===== config.mk =====
export PLATFORM = sky130hd
export DESIGN_NAME = sha256_message_digest
export DESIGN_NICKNAME = d
export VERILOG_FILES = /design/src/sha256_pkg.sv /design/src/sha256_round.sv /design/src/sha256_message_digest.sv
export SDC_FILE = /design/constraint.sdc
export NUM_CORES = 2
export LEC_CHECK = 0
export ABC_AREA = 0
export BUFFER_PORTS_ARGS = -buffer_cell sky130_fd_sc_hd__buf_2
export CORE_MARGIN = 2
export CORE_UTILIZATION = 25
export DETAILED_ROUTE_END_ITERATION = 6
export PLACE_DENSITY_LB_ADDON = 0.15
export SLEW_MARGIN = 25
export SYNTH_ARGS = -nofsm -noshare
export SYNTH_HDL_FRONTEND = slang
export SYNTH_HIERARCHICAL = 1
export SYNTH_SLANG_ARGS = --single-unit

===== constraint.sdc =====
create_clock -name clk -period 28.6 [get_ports clk]
set_input_delay 0 -clock clk [delete_from_list [all_inputs] [get_ports clk]]
set_output_delay 0 -clock clk [all_outputs]
set_load 0.01 [all_outputs]

===== src/sha256_pkg.sv =====
`timescale 1ns / 1ps
// ----------------------------------------------------------------------------
// SHA-256 package
// Shared types, constants and round functions for the byte-serial SHA-256.
// ----------------------------------------------------------------------------
package sha256_pkg;

  localparam int unsigned WordW   = 32;
  localparam int unsigned WinDepth = 16;
  localparam int unsigned Rounds  = 64;

  typedef struct packed {
    logic [7:0] data_byte;
    logic       byte_valid;
    logic       message_end;
  } in_item_t;

  typedef struct packed {
    logic [31:0] digest_word;
    logic [2:0]  word_index;
    logic        last_word;
  } out_item_t;

  typedef enum logic [2:0] {
    ST_IDLE,
    ST_LOAD,
    ST_ROUND,
    ST_FINAL,
    ST_PAD,
    ST_EMIT
  } state_t;

  function automatic logic [31:0] init_hash(input logic [2:0] i);
    logic [31:0] r;
    unique case (i)
      3'd0: r = 32'h6a09e667;
      3'd1: r = 32'hbb67ae85;
      3'd2: r = 32'h3c6ef372;
      3'd3: r = 32'ha54ff53a;
      3'd4: r = 32'h510e527f;
      3'd5: r = 32'h9b05688c;
      3'd6: r = 32'h1f83d9ab;
      default: r = 32'h5be0cd19;
    endcase
    return r;
  endfunction

  function automatic logic [31:0] round_k(input logic [5:0] t);
    logic [31:0] k [64];
    k = '{
      32'h428a2f98, 32'h71374491, 32'hb5c0fbcf, 32'he9b5dba5,
      32'h3956c25b, 32'h59f111f1, 32'h923f82a4, 32'hab1c5ed5,
      32'hd807aa98, 32'h12835b01, 32'h243185be, 32'h550c7dc3,
      32'h72be5d74, 32'h80deb1fe, 32'h9bdc06a7, 32'hc19bf174,
      32'he49b69c1, 32'hefbe4786, 32'h0fc19dc6, 32'h240ca1cc,
      32'h2de92c6f, 32'h4a7484aa, 32'h5cb0a9dc, 32'h76f988da,
      32'h983e5152, 32'ha831c66d, 32'hb00327c8, 32'hbf597fc7,
      32'hc6e00bf3, 32'hd5a79147, 32'h06ca6351, 32'h14292967,
      32'h27b70a85, 32'h2e1b2138, 32'h4d2c6dfc, 32'h53380d13,
      32'h650a7354, 32'h766a0abb, 32'h81c2c92e, 32'h92722c85,
      32'ha2bfe8a1, 32'ha81a664b, 32'hc24b8b70, 32'hc76c51a3,
      32'hd192e819, 32'hd6990624, 32'hf40e3585, 32'h106aa070,
      32'h19a4c116, 32'h1e376c08, 32'h2748774c, 32'h34b0bcb5,
      32'h391c0cb3, 32'h4ed8aa4a, 32'h5b9cca4f, 32'h682e6ff3,
      32'h748f82ee, 32'h78a5636f, 32'h84c87814, 32'h8cc70208,
      32'h90befffa, 32'ha4506ceb, 32'hbef9a3f7, 32'hc67178f2};
    return k[t];
  endfunction

  function automatic logic [31:0] ror(input logic [31:0] v, input int unsigned s);
    return (v >> s) | (v << (32 - s));
  endfunction

endpackage


===== src/sha256_round.sv =====
`timescale 1ns / 1ps
// ----------------------------------------------------------------------------
// SHA-256 round unit
// One compression round per cycle: schedule word update and a..h step.
// ----------------------------------------------------------------------------
module sha256_round (
  input  logic [31:0] vars_in  [8],
  input  logic [31:0] win      [16],
  input  logic [5:0]  t,
  output logic [31:0] vars_out [8],
  output logic [31:0] wt
);

  logic [3:0]  i0, i1, i9, i14;
  logic [31:0] w15, w2, s0, s1, big0, big1, ch, maj, t1, t2;

  always_comb begin
    i0  = t[3:0];
    i1  = t[3:0] + 4'd1;
    i9  = t[3:0] + 4'd9;
    i14 = t[3:0] + 4'd14;
    w15 = win[i1];
    w2  = win[i14];
    s0  = sha256_pkg::ror(w15, 7) ^ sha256_pkg::ror(w15, 18) ^ (w15 >> 3);
    s1  = sha256_pkg::ror(w2, 17) ^ sha256_pkg::ror(w2, 19) ^ (w2 >> 10);
    if (t < 6'd16) begin
      wt = win[i0];
    end else begin
      wt = win[i0] + s0 + win[i9] + s1;
    end
    big1 = sha256_pkg::ror(vars_in[4], 6) ^ sha256_pkg::ror(vars_in[4], 11)
         ^ sha256_pkg::ror(vars_in[4], 25);
    ch   = (vars_in[4] & vars_in[5]) ^ (~vars_in[4] & vars_in[6]);
    t1   = vars_in[7] + big1 + ch + sha256_pkg::round_k(t) + wt;
    big0 = sha256_pkg::ror(vars_in[0], 2) ^ sha256_pkg::ror(vars_in[0], 13)
         ^ sha256_pkg::ror(vars_in[0], 22);
    maj  = (vars_in[0] & vars_in[1]) ^ (vars_in[0] & vars_in[2])
         ^ (vars_in[1] & vars_in[2]);
    t2   = big0 + maj;
    vars_out[7] = vars_in[6];
    vars_out[6] = vars_in[5];
    vars_out[5] = vars_in[4];
    vars_out[4] = vars_in[3] + t1;
    vars_out[3] = vars_in[2];
    vars_out[2] = vars_in[1];
    vars_out[1] = vars_in[0];
    vars_out[0] = t1 + t2;
  end

endmodule


===== src/sha256_message_digest.sv =====
`timescale 1ns / 1ps
// ----------------------------------------------------------------------------
// SHA-256 message digest
// Byte-serial SHA-256 with padding and eight-word digest output.
// ----------------------------------------------------------------------------
// A byte that neither fills a block nor ends the message keeps in_ready high.
// The 64th byte of a block starts a compression: a load step, 64 rounds on
// the shared round unit, a fold into the hash. An end marker adds one
// padding byte per cycle plus one or two compressions, then 8 output words.
// Reset loads the initial hash, clears the bit count and fill; no clear pass.
module sha256_message_digest (
  input  logic                   clk,
  input  logic                   rst,
  input  sha256_pkg::in_item_t   in_data,
  input  logic                   in_valid,
  output logic                   in_ready,
  output sha256_pkg::out_item_t  out_data,
  output logic                   out_valid,
  input  logic                   out_ready
);

  sha256_pkg::state_t state, state_next;

  logic [31:0] hash [8];
  logic [31:0] win  [16];
  logic [31:0] vars [8];
  logic [31:0] vars_rnd [8];
  logic [31:0] wt;
  logic [63:0] bit_count, len;
  logic [5:0]  fill;
  logic [5:0]  t;
  logic [3:0]  pad_cnt;
  logic        pad_mode, len_phase;
  logic        msg_end;
  logic [2:0]  oidx;

  logic        put;
  logic [7:0]  put_byte;
  logic        acc;

  sha256_round u_round (
    .vars_in  (vars),
    .win      (win),
    .t        (t),
    .vars_out (vars_rnd),
    .wt       (wt)
  );

  assign acc       = in_valid && in_ready;
  assign in_ready  = (state == sha256_pkg::ST_IDLE);
  assign out_valid = (state == sha256_pkg::ST_EMIT);
  assign out_data.digest_word = hash[oidx];
  assign out_data.word_index  = oidx;
  assign out_data.last_word   = (oidx == 3'd7);

  // byte source: input bytes while idle, padding and length bytes in ST_PAD
  always_comb begin
    put      = 1'b0;
    put_byte = 8'h00;
    if (state == sha256_pkg::ST_IDLE) begin
      put      = acc && in_data.byte_valid;
      put_byte = in_data.data_byte;
    end else if (state == sha256_pkg::ST_PAD) begin
      put = 1'b1;
      if (len_phase) begin
        put_byte = len[63 - {pad_cnt[2:0], 3'b000} -: 8];
      end else if (!pad_mode) begin
        put_byte = 8'h80;
      end
    end
  end

  always_comb begin
    state_next = state;
    unique case (state)
      sha256_pkg::ST_IDLE: begin
        if (acc) begin
          if (in_data.byte_valid && fill == 6'd63) begin
            state_next = sha256_pkg::ST_LOAD;
          end else if (in_data.message_end) begin
            state_next = sha256_pkg::ST_PAD;
          end
        end
      end
      sha256_pkg::ST_LOAD:  state_next = sha256_pkg::ST_ROUND;
      sha256_pkg::ST_ROUND: if (t == 6'd63) state_next = sha256_pkg::ST_FINAL;
      sha256_pkg::ST_FINAL: begin
        if (len_phase && pad_cnt == 4'd8) begin
          state_next = sha256_pkg::ST_EMIT;
        end else if (msg_end) begin
          state_next = sha256_pkg::ST_PAD;
        end else begin
          state_next = sha256_pkg::ST_IDLE;
        end
      end
      sha256_pkg::ST_PAD: begin
        if (fill == 6'd63) begin
          state_next = sha256_pkg::ST_LOAD;
        end
      end
      sha256_pkg::ST_EMIT: begin
        if (out_ready && oidx == 3'd7) state_next = sha256_pkg::ST_IDLE;
      end
      default: state_next = sha256_pkg::ST_IDLE;
    endcase
  end

  always_ff @(posedge clk) begin
    if (rst) begin
      state <= sha256_pkg::ST_IDLE;
    end else begin
      state <= state_next;
    end
  end

  always_ff @(posedge clk) begin
    if (rst) begin
      for (int i = 0; i < 8; i++) hash[i] <= sha256_pkg::init_hash(3'(i));
      bit_count <= '0;
      fill      <= '0;
      t         <= '0;
      pad_cnt   <= '0;
      pad_mode  <= 1'b0;
      len_phase <= 1'b0;
      msg_end   <= 1'b0;
      oidx      <= '0;
    end else begin
      if (put) begin
        if (fill[1:0] == 2'd0) begin
          win[fill[5:2]] <= {put_byte, 24'h0};
        end else begin
          win[fill[5:2]] <= win[fill[5:2]]
                          | ({24'h0, put_byte} << ({3'd0, ~fill[1:0]} * 5'd8));
        end
        fill <= fill + 6'd1;
      end
      if (state == sha256_pkg::ST_IDLE && acc) begin
        if (in_data.byte_valid) begin
          bit_count <= bit_count + 64'd8;
          len       <= bit_count + 64'd8;
        end else begin
          len <= bit_count;
        end
        pad_mode  <= 1'b0;
        len_phase <= 1'b0;
        pad_cnt   <= '0;
        msg_end   <= in_data.message_end;
      end
      if (state == sha256_pkg::ST_PAD) begin
        pad_mode <= 1'b1;
        if (len_phase) begin
          pad_cnt <= pad_cnt + 4'd1;
        end else if (fill == 6'd55) begin
          len_phase <= 1'b1;
        end
      end
      if (state == sha256_pkg::ST_LOAD) begin
        vars <= hash;
        t    <= '0;
      end
      if (state == sha256_pkg::ST_ROUND) begin
        vars <= vars_rnd;
        if (t >= 6'd16) win[t[3:0]] <= wt;
        t <= t + 6'd1;
      end
      if (state == sha256_pkg::ST_FINAL) begin
        for (int i = 0; i < 8; i++) hash[i] <= hash[i] + vars[i];
      end
      if (state == sha256_pkg::ST_EMIT && out_ready) begin
        oidx <= oidx + 3'd1;
        if (oidx == 3'd7) begin
          for (int i = 0; i < 8; i++) hash[i] <= sha256_pkg::init_hash(3'(i));
          bit_count <= '0;
          fill      <= '0;
          len_phase <= 1'b0;
          pad_mode  <= 1'b0;
          msg_end   <= 1'b0;
          pad_cnt   <= '0;
        end
      end
    end
  end

  a_busy_no_ready: assert property (@(posedge clk) disable iff (rst)
    state != sha256_pkg::ST_IDLE |-> !in_ready) else $error("ready while busy");
  a_round_count: assert property (@(posedge clk) disable iff (rst)
    state == sha256_pkg::ST_LOAD |=> state == sha256_pkg::ST_ROUND && t == 6'd0)
    else $error("round start");
  a_emit_fill: assert property (@(posedge clk) disable iff (rst)
    state == sha256_pkg::ST_EMIT |-> fill == 6'd0) else $error("fill at emit");
  a_last_done: assert property (@(posedge clk) disable iff (rst)
    out_valid && out_ready && out_data.last_word |=> state == sha256_pkg::ST_IDLE)
    else $error("no return to idle");

endmodule

Yosys cells after proc, flatten, opt, wreduce, memory -nomap -nowiden
Memories as Yosys holds them, arrays and structs flattened.
Index checks and enable logic that the tools add are counted.
- shifts and indexed selects: 2
- multiplexer cells: 80
- reductions and logical operators: 15
- $lt $le $gt $ge: 11
- equality and inequality tests: 15
- bitwise operators: 37
- add/subtract/negate cells: 27
- operators with widths (operator ; number):
    $mux 512 ; 5
    $bwmux 512 ; 3
    $mux 256 ; 5
    $bmux 32 s4 ; 5
    $add 32x32->32 ; 18
    $mux 32 ; 17
    $xor 32x32->32 ; 9
    $demux 32 s4 ; 2
    $mux 64 ; 4
    $and 32x32->32 ; 5
    $bmux 32 s3 ; 1
    $shiftx 71x33->8 ; 1
    $add 64x4->64 const B ; 1
    $mux 8 ; 4
    $not 32->32 ; 1
    $or 10x32->32 ; 1
    $or 13x32->32 ; 1
    $or 14x32->32 ; 1
    $or 15x32->32 ; 1
    $or 19x32->32 ; 1
    $or 21x32->32 ; 1
    $or 25x32->32 ; 1
    $or 26x32->32 ; 1
    $or 30x32->32 ; 1
    40 further kinds ; 97
- flip-flop bits (word level): 1177
- memories: 1
- output and inout bits: 38
- ROM bits: 2048
- bits of input ports: 14
- logic and storage cells: 230
- memory list (memory ; depth ; bits a word ; rd ports ; clocked after memory_dff ; wr ports ; line ; source):
    (name not given) ; 64 ; 32 ; 1 ; 0 ; 0 ; sha256_pkg.sv:67 ; return k[t];

Depth between registers and ports, before layout
- depth in word-level cells: 15
- gate-level depth with buffers: 63
- depth with buffers taken out: 51

Hierarchy
Netlist, hierarchy kept.
- modules (own cells, without submodules) (module ; cells each ; seq. area each (um^2) ; area each (um^2) ; instances):
    sha256_message_digest ; 7467 ; 31740.4 ; 70183.6 ; 1
    sha256_round ; 3271 ; 0.0 ; 29290.6 ; 1

Worst setup path after synthesis
Ideal clock, no wire load.
- kind: register to register
- from: register state[0]
- to: register vars[0] (netlist name) (enable)
- data required time: 27.414 ns
- cell stages (with the launch flop): 6
- slack: 9.006 ns
- arrival: 18.408 ns
- setup time: 1.186 ns
- period minus slack after synthesis: 19.594 ns
- buffers on the path: 3
- cells stage by stage: dfxtp_1 clkbuf_1 clkbuf_1 buf_1 xnor2_1 nor3_1
- word-level cells in the longest chain between the ends: 3
- elaborated cells on any way between the ends: 4
- those cells by class: eq/ne: 2; reduce/logical: 2
- ends and longest elaborated chain (item ; line ; source):
    from (decl) ; sha256_message_digest.sv:22 ; sha256_pkg::state_t state, state_next;
    from (signal assigned) ; sha256_message_digest.sv:110 ; state <= sha256_pkg::ST_IDLE;
    from (signal assigned) ; sha256_message_digest.sv:112 ; state <= state_next;
    $eq 3x1->1 or $eq 3x2->1 (tied branches) ; sha256_message_digest.sv:157, sha256_message_digest.sv:161 ;
    $reduce_bool 2->1 (no source line) * ; -- ;
    $reduce_and 2->1 (no source line) * ; -- ;
    to (signal assigned) ; sha256_message_digest.sv:158 ; vars <= hash;
    to (signal assigned) ; sha256_message_digest.sv:162 ; vars <= vars_rnd;
    to (decl) ; sha256_message_digest.sv:26 ; logic [31:0] vars [8];
Every way passes the cells marked *; elsewhere a longest branch is shown, timed or not.
A chain may end at the register's enable or synchronous reset.

==> out/results.txt <==
final setup vio count -> 0
Synthesized Nets -> 11300
Max VDD drop -> 283 µV
adder-cell share of the synthesized area -> 9.17%
main combinational cell family by area after synthesis -> multiplexers
XOR/XNOR Fraction of Synth Area -> 5.87%
final core occ -> 27.8%
Antenna Nets Post-Route -> 0
crit share post-route -> 57.3%
crit path DAT -> 16.97 ns
drt wl/cell -> 28.6 µm
compound-gate portion of the synthesized area -> 15.6%
crit path max fanout -> 64
CTS H-Tree Depth -> 4
Avg Inst Size Synth -> 9.26 µm²
io pins -> 52
via/cell ratio -> 5.45
Remaining DRCs -> 0
Root Buffer -> clkbuf_16
Post-Route WL -> 448000 µm
critical path class -> reg2reg
number of buffers created by CTS -> 167
Gate power share -> 72.0%
Psw -> 7750 µW
drt initial violations -> 9203
crit path capture type -> register
Post-synth ARST share -> 0%
HPWL Detailed -> 314000 µm
gr usage total -> 21.7%
Post-Synthesis Cells -> 10700
DRT Pass-1 Iters -> 6
Starting Density -> 25.1%
flops & latches, synth -> 1171
CTS tree -> done
RSZ-0062 raised after global routing -> no
Synth area leader -> edfxtp_1
initial antenna violation count -> 11
area delta synth->final -> 10.7%
Static Leak -> 0.0386 µW
Placeable Area -> 0.396 mm²
layout cells sized above 1 -> 12.5%
clock slew at reported path FFs -> 0.06 ns
crit start category -> register
crit-path leading delay family -> compound AO/OA/AOI/OAI gates
# rows -> 231
Die X -> 635 µm
Int Power -> 7430 µW
Hold Path Class -> in2reg
post-synth top area share -> 25.0%
post-synth cell types -> 100
Post-Route Setup TNS -> 0 ns
PD cells -> 138 mW/mm²
Most common cell on crit path -> fa_1
Crit path buffers/inverters -> 8
gpl congestion -> 0.921
max incr delay on CP -> 0.87 ns
share of power burned in registers -> 13.9%
PortBufs -> 51
Post-synth EDFFs -> 829
Slew HR -> 24.0%
Peak Freq -> 61.0 MHz
Tmin final -> 16.40 ns
GRT overflow -> 0
Die Y -> 635 µm
Sink Count -> 1171
CP max-delay cell -> a21oi_4
Clock Skew -> 0.118 ns
DIE AREA -> 0.403 mm²
Synth Flop Type -> edfxtp_1
vias -> 85300
Syn Std Cell Area -> 0.0995 mm²
area share of and/or/nand/nor cells after synthesis -> 14.5%
register area share after synthesis -> 31.9%
clock latency at the later pin of the worst-skew pair -> 0.94 ns
first-pass GRT wire length -> 636000 µm
synth top area cells -> edfxtp_1, mux4_2, nand2_1
Final Max Tran Viols -> 0
Clock power frac -> 14.1%
outcome -> finished, final reports clean
mux contribution to synthesized area -> 17.3%
largest net degree at the start of global routing -> 160
post_cts resized -> 0
switching share of power -> 51.0%
total of max-cap violations -> 0
CTS Buffer Depth -> 4
Synth warnings -> 6
vias in the first global route -> 82100
slew at the pin with the worst max-slew slack -> 1.13 ns
WP data required -> 29.17 ns
Final #Nets -> 10900
final hold violation count -> 0
## sequential cells by signal (all words and copies together), names as in the netlist
register	cells
hash	256
oidx	3
bit_count	61
state	3
msg_end	1
pad_mode	1
len	61
t	6
pad_cnt	4
len_phase	1
win	512
fill	6
vars	256
## stage by stage
stage          instance area (µm²)  hold slack [ns]  total power [µW]  std cells  setup WS [ns]
3_5_place_dp                105000            0.337             12800      15300          12.62
3_3_place_gp                104000            0.330             12800      15300          12.52
2_1_floorplan                99500            0.136              9820      10700           9.01
6_report                    110000            0.117             15200      15700          12.20
4_1_cts                     110000           0.0628             15100      15600          12.41
5_1_grt                     110000            0.131             16300      15700          11.34
## cells in the mapped netlist (19+ instances only)
cell,number
nand4_1,33
nor3_1,296
xor2_1,246
and3_1,57
a22oi_1,25
nor2_1,566
xnor2_1,407
mux2_2,86
nor2b_1,82
nand3_1,135
or3_1,43
inv_1,347
buf_4,192
fa_1,195
nand2b_1,60
a211o_1,23
ha_1,402
buf_2,60
o21a_1,61
dfxtp_1,342
o21ai_0,860
o31ai_1,26
mux2i_1,386
nand2_1,2011
o21bai_1,46
maj3_1,19
mux4_2,541
a21o_1,184
and2_1,21
clkbuf_1,525
a221oi_1,25
a211oi_1,81
a31oi_1,80
a21oi_1,856
a311oi_1,19
edfxtp_1,829
buf_1,129
o22ai_1,24
a32oi_1,19
o211ai_1,124
## kinds of logic (layout without fill, tap and decap cells)
group,after synthesis,after routing
buf+inv,1265,937
other cells,0,6
mux,1021,1021
xor+xnor,659,659
flops,1171,1171
compound gates,2617,2617
fa+ha+maj,616,616
simple gates,3389,3389
## path summary, 6_finish.rpt
| path | cells past startpoint | end | slack [ns] | startpoint |
|---|---|---|---|---|
| hold / removal | 4 | oidx[1] | 0.12 | out_ready |
| setup / recovery | 50 | vars[255] | 12.20 | t[0] |
| setup reg to reg | 50 | vars[255] | 12.20 | t[0] |
| hold reg to reg | 1 | pad_cnt[3] | 0.47 | pad_cnt[3] |
## tightest hold or removal path: stages
cell,delay (ns)
dlygate4sd3_1,0.64
buf_2,0.21
nand3_1,0.08
a21oi_1,0.06
## layer usage
metal,up-vias,wire length (µm),global-route usage [%]
met4,10,12100,5.84
met2,3419,202000,34.3
met3,538,31100,3.16
met5,-,121,0
li1,38000,-,-
met1,43400,203000,30.7
## power groups by stage
stage	logic, µW	registers, µW	clock network [µW]
2_1_floorplan	7700	2120	0
3_3_place_gp	10700	2150	0
3_5_place_dp	10700	2150	0
4_1_cts	10800	2110	2200
5_1_grt	11900	2130	2250
6_report	10900	2120	2140
## cell type report
type	count	area, µm²
fill	41900	286000
multi-input combinational	8302	62800
sequential	1171	31800
tap	5242	6560
clock buffer	230	4630
timing repair buffer	284	2310
inverter	353	1340
clock inverter	70	726
antenna	6	15.0
## layout by cell type, fill, tap and decap left out, drive strengths merged, types with 81 or more instances in the layout
cell type  netlist  layout
o211ai         124     124
a21oi          857     857
mux4           549     549
buf            387     274
a211oi          81      81
clkbuf         525     230
fa             195     195
nor2b           82      82
edfxtp         829     829
dfxtp          342     342
xnor2          410     410
nor2           567     567
nor3           299     299
a21o           184     184
nand2         2011    2011
xor2           246     246
mux2i          386     386
mux2            86      86
inv            350     353
nand3          139     139
ha             402     402
o21ai          878     878
## repair_timing
action                                 in CTS  in global routing
endpoints found under the hold margin     115                  0
hold buffers                               10                  0
setup buffers                               0                  0
(Power assumes the default switching activity.)
